===== src/rtl/ttc_pkg.sv =====
// shared types and constants for the transient trigger capture unit
// no dependencies
package ttc_pkg;

	localparam logic [22:0] MAG_MAX    = 23'd8388607;
	localparam logic [22:0] FLOOR_INIT = 23'd167772;
	localparam int          CNT_W      = 6;

	localparam logic [2:0] CFG_NUM_CH  = 3'd0;
	localparam logic [2:0] CFG_BLK_LEN = 3'd1;
	localparam logic [2:0] CFG_RATIO   = 3'd2;
	localparam logic [2:0] CFG_MIN     = 3'd3;
	localparam logic [2:0] CFG_HOLDOFF = 3'd4;

	typedef enum logic [1:0] {
		MODE_ARMED = 2'd0,
		MODE_FILL  = 2'd1,
		MODE_HOLD  = 2'd2
	} mode_t;

	typedef struct packed {
		logic start;
	} unit_ctl_t;

	typedef struct packed {
		logic busy;
		logic done;
	} unit_sts_t;

endpackage


===== src/rtl/ttc_sqrt.sv =====
// iterative integer square root, one result bit per cycle
// depends on ttc_pkg
module ttc_sqrt
	import ttc_pkg::*;
#(
	parameter int IW = 61
) (
	input  logic                  clk,
	input  logic                  arst_n,
	input  unit_ctl_t             ctl,
	input  logic [IW-1:0]         radicand,
	output unit_sts_t             sts,
	output logic [(IW+1)/2-1:0]   root
);

	localparam int N  = (IW + 1) / 2;
	localparam int W  = 2 * N;
	localparam int CW = $clog2(N + 1);

	logic [W-1:0]  x_q;
	logic [N:0]    rem_q;
	logic [N-1:0]  root_q;
	logic [CW-1:0] cnt_q;
	logic          run_q;
	logic          done_q;
	logic [N+2:0]  t;
	logic [N+2:0]  trial;
	logic          ge;

	assign t     = {rem_q, x_q[W-1:W-2]};
	assign trial = {1'b0, root_q, 2'b01};
	assign ge    = t >= trial;

	always_ff @(posedge clk or negedge arst_n) begin
		if (!arst_n) begin
			run_q  <= 1'b0;
			done_q <= 1'b0;
			cnt_q  <= '0;
		end else if (ctl.start) begin
			x_q    <= W'(radicand);
			rem_q  <= '0;
			root_q <= '0;
			cnt_q  <= CW'(N);
			run_q  <= 1'b1;
			done_q <= 1'b0;
		end else if (run_q) begin
			rem_q  <= ge ? (N+1)'(t - trial) : (N+1)'(t);
			root_q <= {root_q[N-2:0], ge};
			x_q    <= {x_q[W-3:0], 2'b00};
			cnt_q  <= cnt_q - CW'(1);
			if (cnt_q == CW'(1)) begin
				run_q  <= 1'b0;
				done_q <= 1'b1;
			end
		end else begin
			done_q <= 1'b0;
		end
	end

	assign sts.busy = run_q;
	assign sts.done = done_q;
	assign root     = root_q;

endmodule


===== config.mk =====
export PLATFORM = sky130hd
export DESIGN_NAME = ttc_sqrt
export DESIGN_NICKNAME = d
export VERILOG_FILES = /design/src/rtl/ttc_pkg.sv /design/src/rtl/ttc_sqrt.sv
export SDC_FILE = /design/constraint.sdc
export NUM_CORES = 1
export LEC_CHECK = 0
export CORE_MARGIN = 3
export CORE_UTILIZATION = 55
export CTS_BUF_LIST = sky130_fd_sc_hd__clkbuf_4 sky130_fd_sc_hd__clkbuf_8
export CTS_CLUSTER_DIAMETER = 40
export DETAILED_ROUTE_END_ITERATION = 16
export DONT_BUFFER_PORTS = 1
export HOLD_SLACK_MARGIN = 0.05
export PLACE_DENSITY_LB_ADDON = 0.25
export SLEW_MARGIN = 20
export SYNTH_ARGS = -nofsm -noshare
export SYNTH_HDL_FRONTEND = slang
export SYNTH_SLANG_ARGS = --single-unit

===== constraint.sdc =====
create_clock -name clk -period 10.5 [get_ports clk]
set_clock_uncertainty 0.05 [all_clocks]
set_input_delay 1.05 -clock clk [delete_from_list [all_inputs] [get_ports clk]]
set_output_delay 1.05 -clock clk [all_outputs]
set_load 0.005 [all_outputs]

==> results of run 1 <==
## cell usage after synthesis (7+ instances only)
| library cell | n | area [sq um] |
|---|---|---|
| o21ai_0 | 24 | 120 |
| nor2b_1 | 7 | 43.8 |
| a22o_1 | 59 | 517 |
| xnor2_1 | 19 | 166 |
| xor2_1 | 7 | 61.3 |
| a21oi_1 | 35 | 175 |
| a21o_1 | 20 | 150 |
| inv_1 | 43 | 161 |
| nor3_1 | 13 | 65.1 |
| dfrtp_1 | 7 | 175 |
| a211oi_1 | 22 | 165 |
| nor2_1 | 82 | 308 |
| clkbuf_1 | 34 | 128 |
| nand2b_1 | 13 | 81.3 |
| ha_1 | 35 | 438 |
| nand2_1 | 26 | 97.6 |
| edfxtp_1 | 125 | 3750 |
| mux2i_1 | 42 | 420 |
## final timing paths
path | startpoint | to | slack, ps | cells past startpoint
min in group clk | cnt_q[4] | cnt_q[4] | 480 | 2
max in group asynchronous | arst_n | run_q | 10070 | 0
setup / recovery | root[19] | rem_q[27] | 6890 | 10
setup reg to reg | root[19] | rem_q[27] | 6890 | 10
hold reg to reg | cnt_q[4] | cnt_q[4] | 480 | 2
hold / removal | arst_n | cnt_q[1] | 240 | 0
## report_power, final
part / internal, mW / switching [mW]
logic: 0.321 / 0.425
clock network: 0.168 / 0.226
registers: 0.670 / 0.0540
total: 1.16 / 0.705
## layer usage
layer	routed length (um)	part of all wire [%]	GRT usage [%]
met1	7730	44	30.0
met2	7940	46	33.3
met3	1430	8.2	6.78
met4	327	1.9	7.70
met5	0	0	0
## through the flow
| step | util [%] | hold WS [ps] | cell area [sq um] |
|---|---|---|---|
| floorplan | - | 435 | 8020 |
| finish | 59.8 | 237 | 8400 |
| global placement | 57.3 | 452 | 8050 |
| global route | 59.8 | 204 | 8400 |
| detailed placement | 57.3 | 460 | 8050 |
| CTS | 59.8 | 200 | 8400 |
## state kept, by name, indices dropped and copies added, names as in the netlist
name / cells
x_q: 62
rem_q: 32
root: 31
cnt_q: 5
done_q: 1
run_q: 1
## cell families (layout without fill, tap and decap cells)
group / after synthesis / in the layout / synth area share [%]
AOI/OAI and AO/OA: 228 / 228 / 21.4
xor gates and xnor gates: 26 / 26 / 2.84
adders and majority gates: 35 / 35 / 5.46
buffers and inverters: 92 / 79 / 5.07
DFF: 132 / 132 / 49.0
muxes: 44 / 44 / 5.52
and+or+nand+nor: 179 / 179 / 10.7
## final cells by class
type                            count  area (sq um)
Inverter                           43           161
Clock buffer                       17           234
Clock inverter                     15           120
Tap cell                          180           225
Fill cell                        1187          5640
Multi-Input combinational cell    512          3700
Timing Repair Buffer                4          30.0
Sequential cell                   132          3930
==> results.yml, run 1 <==
setup_path:
  worst-setup-path-type: "reg -> reg"
  worst_endpoint_data_arrival_time_ps: 3730
  slowest_delay_ps: 570
  path_buf_inv: 2
  worst-endpoint-required_ps: 10630
  worst_setup_path_end_kind: "flip-flop"
  crit_fanout: 32
  crit_family: "compound AO/OA/AOI/OAI gates"
  cpMaxStageDelayCell: "o21ai_4"
  crit_chain: "inv_1 -> ha_1 -> a21o_1 -> o21bai_4 -> o32ai_2 -> a31oi_4 -> o21ai_4 -> buf_4 -> nand2b_1 -> o21ai_0"
  timing.critical_path.from_type: "flip-flop"
sta:
  timing.final.hold_violations: 0
  max_slew_violations: 0
  headroom_to_the_max_slew_limit_pct: 45.4
  report.final.setup_viol: 0
  fin_crit_ps: 3610
  finalWorstSetupSlack_ps: 6890
  setup_repair_after_global_routing_missed_its_margin: "false"
  worst-slew-pin-transition_ps: 819
  final.period_utilization_pct: 34.3
  fmax_mhz: 277
  final.setup.tns_ps: 0
drt:
  drt_pass1_iterations: 5
  drc_errors: 0
  route.antenna.remaining_nets: 0
  postRouteWirelength_um: 17400
  drt_first_iter_violations: 501
  detailroute.via_count: 5729
  post_dr_vias_cell: 6.34
  routedWlPerCell_um: 19.3
logic_synthesis:
  synthArstFlopShare_pct: 5.30
  primary_flip_flop_cell_chosen_by_synthesis_mapping: "edfxtp_1"
  post_synth_num_cell_types: 71
  syn-instance-count: 736
  syn_area_per_cell_sq_um: 10.9
  yosys_warning_total: 0
  edff_count_synth: 125
  postSynthRegisterBits: 132
  syn_std_cell_area_sq_um: 8020
  yosysSeqAreaShare_pct: 49.0
  mappedNetlistNets: 835
status:
  outcome: "finished clean"
grt:
  pin_count_of_the_biggest_net_entering_global_routing: 129
  grt_first_pass_wirelength_um: 28600
  vias_in_the_first_global_route: 5580
  grt_antenna_before_repair: 0
  globalRouteOverflowTotal: 0
  grt.total_usage_pct: 21.9
die:
  core_area_sq_um: 14000
  die-height_um: 127
  initial_core_util_pct: 57.1
  dieArea_sq_um: 16100
  top_level_ports: 97
  die_w_um: 127
  rows: 43
place:
  dpl_worst_slack_ps: 6920
  io_buffer_count: 0
  post-place-cells: 871
  detailed_place_hpwl_um: 11500
  gpl_congestion: 0.921
cts:
  clkTransAtPathRegs_ps: 90
  cts.path.max_buffers: 2
  cts_inserted_buffers: 17
  worstSkewPairLatency_ps: 460
  cts.root.buffer_cell: "clkbuf_8"
  tritoncts: "done"
  h-tree-depth: 4
  clock-sinks: 132
  ctsHoldBuffers: 0
  postCtsSetupBuffers: 0
  resized_gates_after_cts: 0
power:
  report.power.total_mw: 1.87
  cellPowerDensity_nw_per_um2: 222
  max-vdd-ir-drop_mv: 0.0999
  p_leak_nw: 3.45
layout:
  layout_common_cells: "edfxtp_1, nor2_1, a22o_1"
  fraction_of_final_layout_cells_sized_beyond_drive_strength_1_pct: 7.47
  layoutNonFillerInstCount: 903
  mostFrequentLayoutCell: "edfxtp_1"
  diodes: 0
  area_delta_synth_final_pct: 4.78
  nets: 809
run:
  max-cap-violations: 0
worst_hold_path:
  worst_hold_path_type: "in -> async"
Note: power is estimated with default switching activity, not from simulation.
==> run 2: changes to the inputs <==
clock period = 3.7 ns   (was 10.5 ns; I/O delays follow)
==> results.yml, run 2 (same netlist as run 1, synthesis figures left out) <==
status:
  outcome: "finished clean"
sta:
  timing.final.hold_violations: 0
  finalWorstSetupSlack_ps: 488
  setup_repair_after_global_routing_missed_its_margin: "false"
  report.final.setup_viol: 0
  fmax_mhz: 311
  headroom_to_the_max_slew_limit_pct: 42.1
  max_slew_violations: 0
  worst-slew-pin-transition_ps: 869
  final.setup.tns_ps: 0
  worst_hold_slack_ps: 69.3
  fin_crit_ps: 3210
  final.period_utilization_pct: 86.8
drt:
  postRouteWirelength_um: 18000
  route.antenna.remaining_nets: 0
  drt_pass1_iterations: 5
  drt_first_iter_violations: 392
  routedWlPerCell_um: 19.4
  detailroute.via_count: 5830
  drc_errors: 0
  post_dr_vias_cell: 6.28
cts:
  cts.path.max_buffers: 2
  worstSkewPairLatency_ps: 470
  cts.root.buffer_cell: "clkbuf_8"
  clock-sinks: 132
  cts_inserted_buffers: 17
  postCtsSetupBuffers: 0
  tritoncts: "done"
  h-tree-depth: 4
  clkTransAtPathRegs_ps: 90
setup_path:
  worst-endpoint-required_ps: 3820
  timing.reg2reg.worst_path_depth: 11
  timing.critical_path.from_type: "flip-flop"
  crit_fanout: 21
  reg2reg_setup_slack_ps: 490
  worst-setup-path-type: "reg -> reg"
  regToRegEndpoint: "rem_q[7]"
  worst_endpoint_data_arrival_time_ps: 3330
  rr_startpoint: "root[19]"
  worst_setup_path_end_kind: "flip-flop"
power:
  p_leak_nw: 3.59
  max-vdd-ir-drop_mv: 0.342
  switching_share_pct: 36.8
  sequentialPowerShare_pct: 37.2
  internal_power_mw: 3.49
  clock_power_share_pct: 23.2
  share_comb_of_total_power_pct: 39.5
  power.switching_mw: 2.03
  cellPowerDensity_nw_per_um2: 632
run:
  max-cap-violations: 0
die:
  die-height_um: 127
  rows: 43
  initial_core_util_pct: 57.1
  top_level_ports: 97
  core_area_sq_um: 14000
  die_w_um: 127
  dieArea_sq_um: 16100
place:
  io_buffer_count: 0
  gpl_congestion: 0.868
  dpl_worst_slack_ps: 511
  detailed_place_hpwl_um: 11400
  post-place-cells: 875
layout:
  layoutNonFillerInstCount: 929
  mostFrequentLayoutCell: "edfxtp_1"
  fillers: 1117
  area_delta_synth_final_pct: 8.99
  fraction_of_final_layout_cells_sized_beyond_drive_strength_1_pct: 8.14
  diodes: 0
  layout_common_cells: "edfxtp_1, nor2_1, a22o_1"
  regMostFlops: "x_q"
  nets: 835
  largest_reg_flops: 62
grt:
  vias_in_the_first_global_route: 5637
  globalRouteOverflowTotal: 0
  grt_antenna_before_repair: 0
  pin_count_of_the_biggest_net_entering_global_routing: 74
  grt_first_pass_wirelength_um: 29500
  grt.total_usage_pct: 22.8
worst_hold_path:
  min_to: "x_q[41]"
  holdPathStages: 1
  hold_path_startpoint: "radicand[41]"
  worst_hold_path_type: "in -> reg"
run 2: worst max-delay path, cell delays in order (launching register included):
cell	delay, ps
edfxtp_1	440
inv_1	70
ha_1	420
a21o_1	290
o21bai_4	200
o32ai_2	340
a31oi_4	80
o21ai_4	380
buf_4	330
nor2_1	80
a21oi_1	140
a211oi_1	90
run 2: timing repair:
item	4_1_cts	5_1_grt
gates resized for setup	0	0
hold buffers	19	3
endpoints found under the hold margin	147	4
run 2: power by group through the flow:
stage	Clock [mW]	Sequential (mW)	Combinational, mW
after floorplan	0	2.03	1.81
after global placement	0	2.08	2.05
after detailed placement	0	2.08	2.11
after CTS	1.30	2.05	2.17
after global routing	1.37	2.08	2.43
final	1.28	2.06	2.18
run 2: per-stage QoR:
| stage | power [mW] | cell area (sq um) | util (%) |
|---|---|---|---|
| after floorplan | 3.84 | 8020 | - |
| after global placement | 4.13 | 8080 | 57.5 |
| after detailed placement | 4.19 | 8080 | 57.5 |
| after CTS | 5.52 | 8710 | 62.0 |
| after global routing | 5.88 | 8740 | 62.2 |
| final | 5.53 | 8740 | 62.2 |
run 2: area by class of cell:
type                    instances  area, sq um  share of cell area, %
clock inverters                14          165                   1.89
inverters                      43          161                   1.85
repair buffers                 30          315                   3.61
flip-flops and latches        132         3930                   45.0
well taps                     180          225                   2.58
multi-input cells             512         3700                   42.3
clock buffers                  18          241                   2.76
run 2: per-layer routing:
layer	track usage (%)	part of all wire [%]	vias to the layer above	wire length (um)
li1	-	-	2796	-
met1	30.7	44	2838	7830
met2	35.0	47	179	8490
met3	7.87	7.8	17	1400
met4	7.00	1.5	0	267
met5	0	0	-	0
run 2: how the worst max path moves through the flow:
stage / startpoint / endpoint / slack [ps] / cells past startpoint
6_report: root[19] / rem_q[7] / 490 / 11
2_1_floorplan: run_q / x_q[0] / 850 / 3
3_3_place_gp: root[7] / rem_q[9] / 630 / 10
5_1_grt: root[28] / rem_q[7] / 220 / 11
3_5_place_dp: root[19] / rem_q[7] / 510 / 11
4_1_cts: root[19] / rem_q[7] / 490 / 11
==> run 3: changes to the inputs <==
CELL_PAD_IN_SITES_DETAIL_PLACEMENT = 1   (was unset)
CELL_PAD_IN_SITES_GLOBAL_PLACEMENT = 2   (was unset)
CORE_ASPECT_RATIO = 0.75   (was unset)
CORE_UTILIZATION = 44   (was 55)
==> results.yml, run 3 (same netlist as run 1, synthesis figures left out) <==
drt:
  wirelength_met1_um: 10300
  route.top_layer_used: "met4"
  postRouteWirelength_um: 20800
  wl_met2_um: 9350
  detailroute.via_count: 5812
  post_dr_vias_cell: 5.90
  drt_first_iter_violations: 473
  drt_pass1_iterations: 5
  drc_errors: 0
  routed-wl-met3_um: 912
  routedWlPerCell_um: 21.1
  route.antenna.remaining_nets: 0
setup_path:
  crit_family: "compound AO/OA/AOI/OAI gates"
  worst_setup_path_end_kind: "flip-flop"
  slowest_delay_ps: 430
  regToRegEndpoint: "rem_q[19]"
  worst-setup-path-type: "reg -> reg"
  rr_startpoint: "root[7]"
  timing.critical_path.from_type: "flip-flop"
  timing.reg2reg.worst_path_depth: 10
  worst_endpoint_data_arrival_time_ps: 3450
  worst-endpoint-required_ps: 3820
  path_buf_inv: 2
  cpMaxStageDelayCell: "edfxtp_1"
  crit_chain: "inv_1 -> ha_1 -> a21o_1 -> a311oi_1 -> o21a_1 -> a31oi_4 -> o21ai_4 -> buf_4 -> mux2i_1 -> a211oi_1"
  reg2reg_setup_slack_ps: 370
  crit_fanout: 16
cts:
  cts.path.max_buffers: 2
  clock-sinks: 132
  cts_inserted_buffers: 17
  worstSkewPairLatency_ps: 450
  cts.root.buffer_cell: "clkbuf_8"
  clkTransAtPathRegs_ps: 90
  h-tree-depth: 4
  tritoncts: "done"
layout:
  layoutNonFillerInstCount: 985
  area_delta_synth_final_pct: 9.35
  fraction_of_final_layout_cells_sized_beyond_drive_strength_1_pct: 7.94
  fillers: 1968
  layout_common_cells: "edfxtp_1, nor2_1, a22o_1"
  largest_reg_flops: 62
  regMostFlops: "x_q"
  mostFrequentLayoutCell: "edfxtp_1"
  nets: 830
  diodes: 0
place:
  io_buffer_count: 0
  detailed_place_hpwl_um: 13200
  gpl_congestion: 0.834
  post-place-cells: 936
worst_hold_path:
  min_to: "x_q[12]"
  hold_path_startpoint: "radicand[12]"
  holdPathStages: 1
  worst_hold_path_type: "in -> reg"
sta:
  fmax_mhz: 300
  fin_crit_ps: 3330
  worst-slew-pin-transition_ps: 929
  setup_repair_after_global_routing_missed_its_margin: "false"
  final.period_utilization_pct: 90.0
  timing.final.hold_violations: 0
  max_slew_violations: 0
  headroom_to_the_max_slew_limit_pct: 37.8
  final.setup.tns_ps: 0
  report.final.setup_viol: 0
grt:
  vias_in_the_first_global_route: 5769
  grt_antenna_before_repair: 0
  globalRouteOverflowTotal: 0
  pin_count_of_the_biggest_net_entering_global_routing: 73
  grt.total_usage_pct: 20.6
  grt_first_pass_wirelength_um: 32200
die:
  initial_core_util_pct: 45.1
  core_area_sq_um: 17800
  dieArea_sq_um: 19900
  die_w_um: 162
  die-height_um: 123
  top_level_ports: 97
  rows: 42
run:
  max-cap-violations: 0
power:
  cellPowerDensity_nw_per_um2: 639
  max-vdd-ir-drop_mv: 0.320
  p_leak_nw: 3.58
status:
  outcome: "finished clean"
## run 3: cell types whose count changed in the layout (fill, tap and decap cells not counted), sizes merged
cell | before | now
dlygate4sd3 | 20 | 16
inv | 50 | 51
clkinvlp | 4 | 3
buf | 10 | 9
clkbuf | 18 | 17
## run 3: power breakdown
| group | leakage (nW) | internal, mW | switching, mW |
|---|---|---|---|
| Clock | 0.194 | 0.618 | 0.669 |
| Combinational | 2.05 | 0.956 | 1.31 |
| Sequential | 1.33 | 1.90 | 0.154 |
## run 3: per-stage QoR
step	utilization (%)	setup slack, ps	cell area, sq um	hold slack, ps	power (mW)
2_1_floorplan	-	848	8020	24.4	3.84
3_3_place_gp	45.9	444	8160	30.8	4.21
3_5_place_dp	45.9	388	8160	31.2	4.27
4_1_cts	48.7	346	8650	51.5	5.61
5_1_grt	49.4	111	8770	51.0	5.97
6_report	49.4	371	8770	80.6	5.60
## run 3: layout make-up
type | count | area, sq um | share of cell area, %
timing repair buffer | 25 | 273 | 3.11
multi-input combinational | 512 | 3700 | 42.2
sequential | 132 | 3930 | 44.9
clock inverter | 14 | 166 | 1.90
inverter | 43 | 161 | 1.84
clock buffer | 17 | 234 | 2.67
tap | 242 | 303 | 3.45
## run 3: worst max path at each step
stage	startpoint	end	slack [ps]	cells after the start
final	root[7]	rem_q[19]	370	10
after global routing	root[7]	rem_q[19]	110	10
after CTS	root[7]	rem_q[19]	350	10
after detailed placement	root[7]	rem_q[19]	390	10
after global placement	root[7]	rem_q[19]	440	10
after floorplan	run_q	x_q[0]	850	3
## run 3: layer usage
layer | vias up | track usage [%]
li1 | 2775 | -
met1 | 2895 | 30.3
met2 | 126 | 31.3
met3 | 16 | 4.69
met4 | 0 | 4.58
met5 | - | 0
## run 3: timing repair
action                                 4_1_cts  5_1_grt
buffers inserted                             0        0
gates resized for setup                      0        0
hold buffers                                 6       12
endpoints found under the hold margin      117       13
