## config.mk

```make
export PLATFORM = sky130hd
export DESIGN_NAME = ttc_div
export DESIGN_NICKNAME = d
export VERILOG_FILES = /design/src/rtl/ttc_pkg.sv /design/src/rtl/ttc_div.sv
export SDC_FILE = /design/constraint.sdc
export NUM_CORES = 1
export LEC_CHECK = 0
export BUFFER_PORTS_ARGS = -buffer_cell sky130_fd_sc_hd__buf_2
export CORE_AREA = 8 8 104 106
export CTS_BUF_LIST = sky130_fd_sc_hd__clkbuf_16
export DETAILED_ROUTE_END_ITERATION = 8
export DIE_AREA = 0 0 112 114
export PLACE_DENSITY_LB_ADDON = 0.2
export RECOVER_POWER = 25
export SYNTH_ARGS = -nofsm -noshare
export SYNTH_HDL_FRONTEND = slang
export SYNTH_SLANG_ARGS = --single-unit
export TNS_END_PERCENT = 20
```

## constraint.sdc

```tcl
create_clock -name clk -period 7.1 [get_ports clk]
set_clock_uncertainty 0.05 [all_clocks]
set_input_delay 0 -clock clk [delete_from_list [all_inputs] [get_ports clk]]
set_output_delay 0 -clock clk [all_outputs]
set_load 0.02 [all_outputs]
```

## src/rtl/ttc_pkg.sv

```systemverilog
// shared types and constants for the transient trigger capture unit
// no dependencies
package ttc_pkg;

	localparam logic [22:0] MAG_MAX    = 23'd8388607;
	localparam logic [22:0] FLOOR_INIT = 23'd167772;
	localparam int          CNT_W      = 6;

	localparam logic [2:0] CFG_NUM_CH  = 3'd0;
	localparam logic [2:0] CFG_BLK_LEN = 3'd1;
	localparam logic [2:0] CFG_RATIO   = 3'd2;
	localparam logic [2:0] CFG_MIN     = 3'd3;
	localparam logic [2:0] CFG_HOLDOFF = 3'd4;

	typedef enum logic [1:0] {
		MODE_ARMED = 2'd0,
		MODE_FILL  = 2'd1,
		MODE_HOLD  = 2'd2
	} mode_t;

	typedef struct packed {
		logic start;
	} unit_ctl_t;

	typedef struct packed {
		logic busy;
		logic done;
	} unit_sts_t;

endpackage

```

## src/rtl/ttc_div.sv

```systemverilog
// iterative restoring divider, one quotient bit per cycle
// depends on ttc_pkg
module ttc_div
	import ttc_pkg::*;
#(
	parameter int DW = 61,
	parameter int VW = 14
) (
	input  logic          clk,
	input  logic          arst_n,
	input  unit_ctl_t     ctl,
	input  logic [DW-1:0] dividend,
	input  logic [VW-1:0] divisor,
	output unit_sts_t     sts,
	output logic [DW-1:0] quotient
);

	localparam int CW = $clog2(DW + 1);

	logic [DW-1:0] dvd_q;
	logic [VW-1:0] dsr_q;
	logic [VW-1:0] rem_q;
	logic [CW-1:0] cnt_q;
	logic          run_q;
	logic          done_q;
	logic [VW:0]   trial;
	logic          ge;

	assign trial = {rem_q, dvd_q[DW-1]};
	assign ge    = trial >= {1'b0, dsr_q};

	always_ff @(posedge clk or negedge arst_n) begin
		if (!arst_n) begin
			run_q  <= 1'b0;
			done_q <= 1'b0;
			cnt_q  <= '0;
		end else if (ctl.start) begin
			dvd_q  <= dividend;
			dsr_q  <= divisor;
			rem_q  <= '0;
			cnt_q  <= CW'(DW);
			run_q  <= 1'b1;
			done_q <= 1'b0;
		end else if (run_q) begin
			rem_q <= ge ? VW'(trial - {1'b0, dsr_q}) : VW'(trial);
			dvd_q <= {dvd_q[DW-2:0], ge};
			cnt_q <= cnt_q - CW'(1);
			if (cnt_q == CW'(1)) begin
				run_q  <= 1'b0;
				done_q <= 1'b1;
			end
		end else begin
			done_q <= 1'b0;
		end
	end

	assign sts.busy = run_q;
	assign sts.done = done_q;
	assign quotient = dvd_q;

endmodule

```

==> reports/results.tsv, run 1 <==
metric	value	unit
gr usage total	19.5	%
Cell Area, Synth	0.00491	mm²
Root Driver	clkbuf_16	
Post-Route WL	12500	µm
synth unique cells	49	
vias in the first global route	3895	
FF+latch area	0.00287	mm²
Min-Delay Endpoint	quotient[0]$_DFFE_PP_	
Initial Utilization	53.9	%
CTS Buffer Depth	2	
clock latency on the worst-skew pair	0.34	ns
Via-to-Cell Ratio	5.32	
setup repair after global routing missed its margin	no	
I/O Buffers	140	
sequential fraction of the synthesis area	58.5	%
register bit total from synthesis	97	
Primary FF master, synth	edfxtp_1	
capture instance of the worst register-to-register path	rem_q[0]$_SDFFCE_PP0P_	
fraction of layout cells with a size suffix above 1	33.9	%
crit path time final	2.87	ns
ANT nets after route	0	
antenna violations before repair	1	
synthesized instance count	349	
CTS Buf Count	9	
worst r2r path cells	8	
Initial DRC Count	120	
static leakage	2.69	nW
drt drc	0	
final hold vios	0	
area taken by multi-input logic gates	0.00185	mm²
critical path endpoint category	register	
share of flip-flops with an asynchronous set or reset	8.25	%
Synth area leader	edfxtp_1	
Worst-Margin Slew	1.34	ns
Crit Path Category	reg2reg	
Core Area	0.00911	mm²
Area Overhead vs Synth	35.8	%
reg-to-reg startpoint	rem_q[1]$_SDFFCE_PP0P_	
drt wl/cell	18.4	µm
GRT overflow	0	
Placed Area	0.00566	mm²
total chip power	0.00158	W
fin. max-slew vios	0	
clk sink count	97	
GP Congestion	0.820	
via count	3610	
Hold Crit Depth	3	
Setup TNS Final	0	ns
slew margin rel.	10.3	%
syn_area_per_cell	14.1	µm²
CP Max Fanout	18	
crit path DAT	2.99	ns
top cell type's share of synthesized area	54.4	%
outcome	finished, final reports clean	
total I/O pin count	141	
Tcrit/Tclk final	40.4	%
Crit path required time	7.22	ns
top post-synthesis cells by area	edfxtp_1, mux2_2, dfrtp_1	
first-pass GRT wire length	19700	µm
hold_sp	dividend[0]	
postcts setup bufs	0	
Reg clk slew, reported paths	0.07	ns
post-CTS sizing	0	
fmax	348	MHz
synth warn	0	
maxcap violations	0	
router iterations before antenna repair	4	
CTS tree	built	
Syn Nets	444	
Hold WC Path Type	in2reg	
nets	657	
Detail Placement HPWL	7870	µm
Worst R2R Setup Slack	4.23	ns
number of setup violations in the final report	0	
Pwr per Cell Area	237	mW/mm²
post-route cell area	0.00667	mm²
fill cell count	625	
H-tree Lvls	3	
largest net degree at the start of global routing	62	
Post-synth EDFFs	89	
worst IR drop on VDD	0.157	mV
die area	0.0128	mm²
Die Wd	112	µm
std cell rows	35	
crit start category	register	
DIE HEIGHT	114	µm
placed cells by master (no fill, tap or decap), types with 3 or more instances in the layout:
cell type,n
clkbuf_1,43
clkbuf_16,9
a211oi_1,12
dlygate4sd3_1,75
nand2b_1,9
edfxtp_1,89
dfrtp_1,8
nand2_1,15
xor2_1,4
o21ai_0,6
a21o_1,3
mux2_2,62
a21oi_1,12
nor3_1,3
inv_1,20
nor2_1,21
xnor2_1,9
buf_2,97
ha_1,16
a21oi_2,3
buf_4,3
mux2i_1,10
critical path, stage by stage (launching register included):
cell and delay (ns):
edfxtp_1 0.42, ha_1 0.37, o211ai_1 0.24, a21oi_2 0.07, o21ai_2 0.22, o21ai_2 0.09, a31oi_4 0.61, mux2_2 0.40
a211oi_1 0.21
synth_stat cells, types with 6 or more instances:
master	instances
xnor2_1	9
nor2_1	21
a211oi_1	12
a21oi_1	12
inv_1	19
clkbuf_1	6
nand2_1	15
nand2b_1	9
mux2i_1	10
dfrtp_1	8
edfxtp_1	89
o21ai_0	6
mux2_2	62
ha_1	16
through the flow:
stage / hold WS [ns] / cells / util, % / setup WS, ns
6_report: 0.0308 / 678 / 73.2 / 4.23
5_1_grt: 0.0363 / 678 / 73.2 / 4.07
3_5_place_dp: -0.0264 / 587 / 62.1 / 4.27
2_1_floorplan: -0.346 / 349 / - / 3.18
4_1_cts: 0.0256 / 677 / 73.8 / 4.26
3_3_place_gp: -0.0324 / 587 / 62.1 / 4.32
cell type report:
class                   count  area share [%]
well taps                 111            2.08
flip-flops and latches     97            43.1
repair buffers            218            21.3
clock inverters             6            1.28
multi-input cells         217            27.8
clock buffers               9            3.38
inverters                  19            1.07
diodes                      1          0.0375
kinds of logic after synthesis:
| group | Yosys count | synth area share, % |
|---|---|---|
| AO/OA/AOI/OAI | 53 | 8.23 |
| XOR/XNOR | 13 | 2.32 |
| adder cells (fa/ha/maj) | 17 | 4.49 |
| buffers and inverters | 35 | 3.90 |
| flip-flops | 97 | 58.5 |
| multiplexers | 72 | 16.3 |
| AND/OR/NAND/NOR | 62 | 6.29 |
layer usage:
layer  up-vias  GRT usage [%]  share of wire (%)
met4         0           7.19                2.0
met3        25           7.08                7.4
met2       108           33.7                 50
met1      1746           21.7                 41
met5         -              0                  0
li1       1731              -                  -
timing repair:
item,CTS,global route
hold endpoints to repair,82,0
hold buffers,75,0
endpoints found under the setup margin,0,0
power breakdown:
| group | internal [W] | total, W | switching [W] |
|---|---|---|---|
| Clock | 0.000306 | 0.000518 | 0.000212 |
| Sequential | 0.000685 | 0.000713 | 0.0000278 |
| Combinational | 0.000168 | 0.000353 | 0.000184 |
| Total | 0.00116 | 0.00158 | 0.000424 |
how the worst max path moves through the flow:
stage	start	endpoint	slack [ns]	cells after the start
3_3_place_gp	rem_q[3]$_SDFFCE_PP0P_	rem_q[0]$_SDFFCE_PP0P_	4.32	8
3_5_place_dp	rem_q[1]$_SDFFCE_PP0P_	rem_q[1]$_SDFFCE_PP0P_	4.27	8
5_1_grt	rem_q[5]$_SDFFCE_PP0P_	rem_q[0]$_SDFFCE_PP0P_	4.07	8
4_1_cts	rem_q[1]$_SDFFCE_PP0P_	rem_q[1]$_SDFFCE_PP0P_	4.26	8
6_report	rem_q[1]$_SDFFCE_PP0P_	rem_q[0]$_SDFFCE_PP0P_	4.23	8
2_1_floorplan	run_q$_DFF_PN0_	quotient[0]$_DFFE_PP_	3.18	4
flip-flops by register name, summed over array words and instances, names as in the netlist:
signal,count
done_q,1
cnt_q,6
dsr_q,14
quotient,61
rem_q,14
run_q,1
Power figures use the tool's default switching activity.
==> run 2: changes to the inputs <==
--- a/config.mk
+++ b/config.mk
@@ -5,11 +5,12 @@
 export SDC_FILE = /design/constraint.sdc
 export NUM_CORES = 1
 export LEC_CHECK = 0
+export ABC_AREA = 1
 export BUFFER_PORTS_ARGS = -buffer_cell sky130_fd_sc_hd__buf_2
-export CORE_AREA = 8 8 104 106
+export CORE_AREA = 8 8 112 114
 export CTS_BUF_LIST = sky130_fd_sc_hd__clkbuf_16
 export DETAILED_ROUTE_END_ITERATION = 8
-export DIE_AREA = 0 0 112 114
+export DIE_AREA = 0 0 120 122
 export PLACE_DENSITY_LB_ADDON = 0.2
 export RECOVER_POWER = 25
 export SYNTH_ARGS = -nofsm -noshare
==> constraint.sdc (replaced) <==
create_clock -name clk -period 2.6 [get_ports clk]
set_clock_uncertainty 0.05 [all_clocks]
set_input_delay 0 -clock clk [delete_from_list [all_inputs] [get_ports clk]]
set_output_delay 0 -clock clk [all_outputs]
set_load 0.02 [all_outputs]
==> run 2 against run 1 <==
Against the previous run:
- critical path depth is 4 higher
- clock power is 150% higher
- global-route usage is 0.34 points higher
- count of clock-buffer cells in the layout stayed put
- largest power group unchanged
- final cell count is 40% higher
- hold slack better by 0.22 ns
- power grew to 2.7 times the previous value
- combinational power grew to 2.9 times the previous value
- synthesized area is 2.5% higher
- critical endpoint is now rem_q[5]$_SDFFCE_PP0P_
==> reports/results.tsv, run 2 <==
metric	value	unit	change
reg-to-reg startpoint	rem_q[1]$_SDFFCE_PP0P_		
top post-synthesis cells by area	edfxtp_1, nand2_1, dfrtp_1		
share of flip-flops with an asynchronous set or reset	8.25	%	unchanged
hold_sp	ctl		
Cell Area, Synth	0.00503	mm²	+2.5%
Primary FF master, synth	edfxtp_1		
Largest register FFs	61		unchanged
drt drc	0		unchanged
CTS Buffer Depth	2		unchanged
Syn Nets	682		+54%
drt wl/cell	14.7	µm	-20%
vias in the first global route	4813		+24%
Crit path required time	2.65	ns	-4.57 ns
outcome	finished, final reports clean		
Root Driver	clkbuf_16		
Post-synth EDFFs	89		unchanged
Setup TNS Final	0	ns	unchanged
slew margin rel.	13.0	%	+2.6 points
I/O Buffers	140		unchanged
most frequent cells after synthesis	nand2_1, edfxtp_1, inv_1		
antenna violations before repair	0		-1
synth warn	0		unchanged
clk sink count	97		unchanged
fraction of layout cells with a size suffix above 1	18.2	%	-16 points
Post-Route WL	14000	µm	+12%
CTS tree	built		
GRT overflow	0		unchanged
maxcap violations	0		unchanged
synthesized instance count	587		+68%
Reg clk slew, reported paths	0.06	ns	about the same
Worst R2R Setup Slack	0.32	ns	-3.90 ns
Area Overhead vs Synth	37.3	%	
worst IR drop on VDD	0.314	mV	+100%
ant diodes	0		-1
sequential fraction of the synthesis area	57.1	%	-1.4 points
Hold Crit Depth	3		unchanged
fin. max-slew vios	0		unchanged
nets	898		+37%
Initial DRC Count	279		+130%
total I/O pin count	141		unchanged
ANT nets after route	0		unchanged
number of setup violations in the final report	0		unchanged
largest net degree at the start of global routing	62		unchanged
register bit total from synthesis	97		unchanged
die area	0.0146	mm²	+15%
most frequent cell after synthesis	nand2_1		
clock latency on the worst-skew pair	0.34	ns	about the same
capture instance of the worst register-to-register path	rem_q[5]$_SDFFCE_PP0P_		
gr usage total	19.8	%	+0.34 points
crit path time final	2.28	ns	-0.595 ns
Worst-Margin Slew	1.31	ns	-0.0391 ns
Die Wd	120	µm	+7.1%
H-tree Lvls	3		unchanged
CTS Buf Count	9		unchanged
Tcrit/Tclk final	87.5	%	+47 points
final hold vios	0		unchanged
Via-to-Cell Ratio	4.86		-8.7%
Synth area leader	edfxtp_1		
fmax	439	MHz	+26%
CP Max Fanout	10		-8
Initial Utilization	47.0	%	-6.9 points
GP Congestion	0.956		+17%
most frequent cells in the layout	nand2_1, buf_2, edfxtp_1, dlygate4sd3_1, inv_1		
Detail Placement HPWL	9170	µm	+17%
crit start category	register		
syn_area_per_cell	8.57	µm²	-39%
critical path endpoint category	register		
Hold WC Path Type	in2reg		
std cell rows	38		+8.6%
final core utilization	64.6	%	-8.6 points
static leakage	3.37	nW	+25%
worst r2r path cells	12		+4
top cell type's share of synthesized area	53.1	%	-1.3 points
router iterations before antenna repair	5		+1
DIE HEIGHT	122	µm	+7.0%
Crit Path Category	reg2reg		
Pwr per Cell Area	624	mW/mm²	+160%
synth unique cells	28		-43%
Core Area	0.0107	mm²	+17%
first-pass GRT wire length	23200	µm	+18%
via count	4604		+28%
commonest non-fill, non-tap cell in the layout	nand2_1		
crit path DAT	2.32	ns	-0.67 ns
setup repair after global routing missed its margin	no		
Min-Delay Endpoint	cnt_q[3]$_DFFE_PN0N_		
==> run 2: how the worst max path moves through the flow <==
| stage | end | slack [ns] | from | cells after the start |
|---|---|---|---|---|
| 3_5_place_dp | rem_q[11]$_SDFFCE_PP0P_ | 0.32 | rem_q[1]$_SDFFCE_PP0P_ | 12 |
| 3_3_place_gp | rem_q[7]$_SDFFCE_PP0P_ | 0.39 | rem_q[1]$_SDFFCE_PP0P_ | 12 |
| 5_1_grt | rem_q[7]$_SDFFCE_PP0P_ | 0.06 | rem_q[8]$_SDFFCE_PP0P_ | 12 |
| 4_1_cts | rem_q[7]$_SDFFCE_PP0P_ | 0.33 | rem_q[1]$_SDFFCE_PP0P_ | 12 |
| 6_report | rem_q[5]$_SDFFCE_PP0P_ | 0.32 | rem_q[1]$_SDFFCE_PP0P_ | 12 |
| 2_1_floorplan | quotient[0]$_DFFE_PP_ | 0.51 | run_q$_DFF_PN0_ | 3 |
==> run 2: repair_timing <==
action                    CTS  global route
hold endpoints to repair   83             0
hold buffers               77             0
setup buffers               0             0
gates resized for setup     0             0
==> run 2: logic make-up after synthesis <==
family | Yosys count | synth area share [%]
xor gates and xnor gates | 5 | 0.870
DFF | 97 | 57.1
buffers and inverters | 72 | 5.89
and+or+nand+nor | 367 | 28.7
AOI/OAI and AO/OA | 29 | 3.11
adders and majority gates | 17 | 4.38
==> run 2: critical path, stage by stage (launching register included) <==
cell and delay [ns]:
edfxtp_1 0.41, ha_1 0.38, a21oi_2 0.19, nand2_2 0.10, nand2_1 0.07, nand2_1 0.08, nand2_1 0.08, nand3_2 0.18
buf_4 0.24, nor2_1 0.10, nor2_1 0.04, nand2_1 0.06, nand2_1 0.05
==> run 2: through the flow <==
stage               std cells  setup slack, ns  hold WS, ns  area (µm²)  power (W)
finish                    947            0.325        0.249        6910    0.00431
global route              947           0.0637        0.305        6910    0.00455
CTS                       947            0.328       0.0529        6940    0.00432
detailed placement        855            0.324       -0.223        5890    0.00296
global placement          855            0.385       -0.222        5890    0.00292
floorplan                 587            0.511       -0.346        5040    0.00266
==> run 2: metal layers <==
metal  global-route usage (%)  up-vias  wire (µm)  part of all wire [%]
li1                         -     2300          -                     -
met1                     22.7     2115       5570                    40
met2                     34.2      163       7010                    50
met3                     6.02       26       1060                   7.6
met4                     7.96        0        325                   2.3
met5                        0        -          0                     0
==> run 2: final cells by class <==
| cell class | count | area, µm² |
|---|---|---|
| fillers | 889 | 3790 |
| flip-flops and latches | 97 | 2870 |
| multi-input cells | 418 | 1870 |
| repair buffers | 225 | 1520 |
| clock buffers | 9 | 225 |
| inverters | 52 | 195 |
| well taps | 140 | 175 |
| clock inverters | 6 | 53.8 |
==> run 2: power by group <==
group / switching (W) / internal [W]
logic: 0.000624 / 0.000419
clock network: 0.000560 / 0.000729
registers: 0.0000958 / 0.00189
==> run 3: changes to the inputs <==
--- a/config.mk
+++ b/config.mk
@@ -7,10 +7,11 @@
 export LEC_CHECK = 0
 export ABC_AREA = 1
 export BUFFER_PORTS_ARGS = -buffer_cell sky130_fd_sc_hd__buf_2
-export CORE_AREA = 8 8 112 114
+export CORE_AREA = 8 8 82 156
 export CTS_BUF_LIST = sky130_fd_sc_hd__clkbuf_16
 export DETAILED_ROUTE_END_ITERATION = 8
-export DIE_AREA = 0 0 120 122
+export DIE_AREA = 0 0 90 164
+export GPL_TIMING_DRIVEN = 0
 export PLACE_DENSITY_LB_ADDON = 0.2
 export RECOVER_POWER = 25
 export SYNTH_ARGS = -nofsm -noshare
==> run 3 against run 2 <==
Against the previous run:
- via count grew 1.5%
- register-to-register slack lost 0.13 ns
- first-iteration DRC count shrank 20%
==> reports/results.tsv, run 3 (synthesis results as in run 2) <==
metric	value	unit	change
outcome	finished, final reports clean		
Area Overhead vs Synth	37.9	%	
crit path DAT	2.45	ns	+0.13 ns
crit path time final	2.41	ns	+0.133 ns
Via-to-Cell Ratio	4.88		+0.31%
CTS Buf Count	9		unchanged
fraction of layout cells with a size suffix above 1	16.3	%	-2.0 points
H-tree Lvls	3		unchanged
worst setup path start	rem_q[4]$_SDFFCE_PP0P_		
Initial DRC Count	222		-20%
CP Cell Sequence	ha_1, nand2_1, nor2_1, and2_1, nand3_1, nand3_2, buf_6, buf_6, nand3_1, nand2_1, nand2_1		
I/O Buffers	139		-0.71%
Post-Route WL	14500	µm	+3.9%
Crit path required time	2.64	ns	about the same
capture instance of the worst register-to-register path	rem_q[12]$_SDFFCE_PP0P_		
die area	0.0148	mm²	+0.82%
nets	909		+1.2%
pre-CTS setup slack	0.219	ns	-0.105 ns
crit start category	register		
maxcap violations	0		unchanged
final hold vios	0		unchanged
static leakage	3.33	nW	-1.3%
std cell rows	54		+42%
CTS Buffer Depth	2		unchanged
vias in the first global route	4913		+2.1%
total I/O pin count	141		unchanged
fmax	415	MHz	-5.5%
largest net degree at the start of global routing	36		-42%
reg-to-reg startpoint	rem_q[4]$_SDFFCE_PP0P_		
setup repair after global routing missed its margin	no		
GP Congestion	0.897		-6.2%
Worst path max stage delay	0.44	ns	+0.03 ns
CTS tree	built		
drt drc	0		unchanged
worst r2r path cells	11		-1
drt wl/cell	15.1	µm	+2.7%
Worst R2R Setup Slack	0.19	ns	-0.13 ns
first-pass GRT wire length	23400	µm	+0.92%
Detail Placement HPWL	10400	µm	+13%
antenna violations before repair	0		unchanged
Tcrit/Tclk final	92.6	%	+5.1 points
critical path endpoint category	register		
CP Max Fanout	10		unchanged
Hold WC Path Type	in2async		
GRT overflow	0		unchanged
Root Driver	clkbuf_16		
Worst-Margin Slew	0.787	ns	-0.519 ns
Crit Path Category	reg2reg		
router iterations before antenna repair	4		-1
ANT nets after route	0		unchanged
CP most frequent cell	nand2_1		
Initial Utilization	46.6	%	-0.49 points
Reg clk slew, reported paths	0.07	ns	about the same
CP endpoint	rem_q[12]$_SDFFCE_PP0P_		
postcts setup bufs	0		unchanged
clk sink count	97		unchanged
Pwr per Cell Area	627	mW/mm²	+0.53%
Slowest cell on crit path	edfxtp_1		
worst IR drop on VDD	0.454	mV	+45%
gr usage total	19.8	%	-0.061 points
fin. max-slew vios	0		unchanged
Largest register FFs	61		unchanged
ant diodes	0		unchanged
final core utilization	64.2	%	-0.42 points
DIE HEIGHT	164	µm	+34%
Worst Setup Slack, final	0.192	ns	-0.133 ns
via count	4672		+1.5%
Die Wd	90	µm	-25%
slew margin rel.	47.4	%	+34 points
Core Area	0.0108	mm²	+1.1%
commonest non-fill, non-tap cell in the layout	nand2_1		
most frequent cells in the layout	nand2_1, buf_2, edfxtp_1, dlygate4sd3_1, inv_1		
clock latency on the worst-skew pair	0.34	ns	about the same
number of setup violations in the final report	0		unchanged
==> run 3: cell types whose count changed in the layout (fill, tap and decap cells not counted), sizes merged <==
cell	delta
clkinvlp	+1
inv	-2
clkbuf	+28
buf	-16
clkinv	+1
dlygate4sd3	-1
==> run 3: worst min-delay path by stage <==
stage | startpoint | end | cells past startpoint | slack (ns)
2_1_floorplan | arst_n | cnt_q[0]$_DFFE_PN0N_ | 0 | -0.35
3_3_place_gp | arst_n | run_q$_DFF_PN0_ | 1 | -0.04
3_5_place_dp | arst_n | run_q$_DFF_PN0_ | 1 | -0.04
4_1_cts | arst_n | run_q$_DFF_PN0_ | 2 | 0.14
5_1_grt | arst_n | run_q$_DFF_PN0_ | 2 | 0.18
6_report | arst_n | run_q$_DFF_PN0_ | 2 | 0.14
==> run 3: area by class of cell <==
class | count | area [µm²]
Timing Repair Buffer | 216 | 1440
Fill cell | 935 | 3870
Clock buffer | 9 | 225
Inverter | 52 | 195
Tap cell | 140 | 175
Multi-Input combinational cell | 418 | 1870
Clock inverter | 6 | 61.3
Buffer | 20 | 101
Sequential cell | 97 | 2870
==> run 3: layer usage <==
layer	global-route usage (%)	vias to the layer above	routed length, µm
met4	11.6	0	682
met5	0	-	0
met2	37.7	156	7900
met3	4.62	49	743
met1	18.7	2134	5190
li1	-	2333	-
==> run 3: report_power, final <==
| part | switching, W | leakage [nW] | internal, W |
|---|---|---|---|
| clock network | 0.000578 | 0.136 | 0.000736 |
| registers | 0.0000959 | 0.964 | 0.00189 |
| logic | 0.000637 | 2.23 | 0.000421 |
==> run 3: repair_timing <==
item | in CTS | in global routing
hold buffers | 76 | 0
endpoints found under the hold margin | 83 | 0
resized for setup | 0 | 0
==> run 3: critical path, delay by kind of cell, from the launching register on <==
kind,cells,cell delay [ns]
simple gates,8,0.97
buf+inv,2,0.31
flops,1,0.44
fa+ha+maj,1,0.40
==> run 3: per-stage QoR <==
| stage | TNS [ns] | instance area [µm²] | hold slack (ns) | instances | total power [W] |
|---|---|---|---|---|---|
| detailed placement | 0 | 5930 | -0.0397 | 867 | 0.00298 |
| floorplan | 0 | 5040 | -0.346 | 587 | 0.00266 |
| CTS | 0 | 6980 | 0.143 | 958 | 0.00438 |
| global placement | -1.68 | 5910 | -0.0355 | 866 | 0.00295 |
| finish | 0 | 6940 | 0.139 | 958 | 0.00435 |
| global route | 0 | 6940 | 0.185 | 958 | 0.00458 |
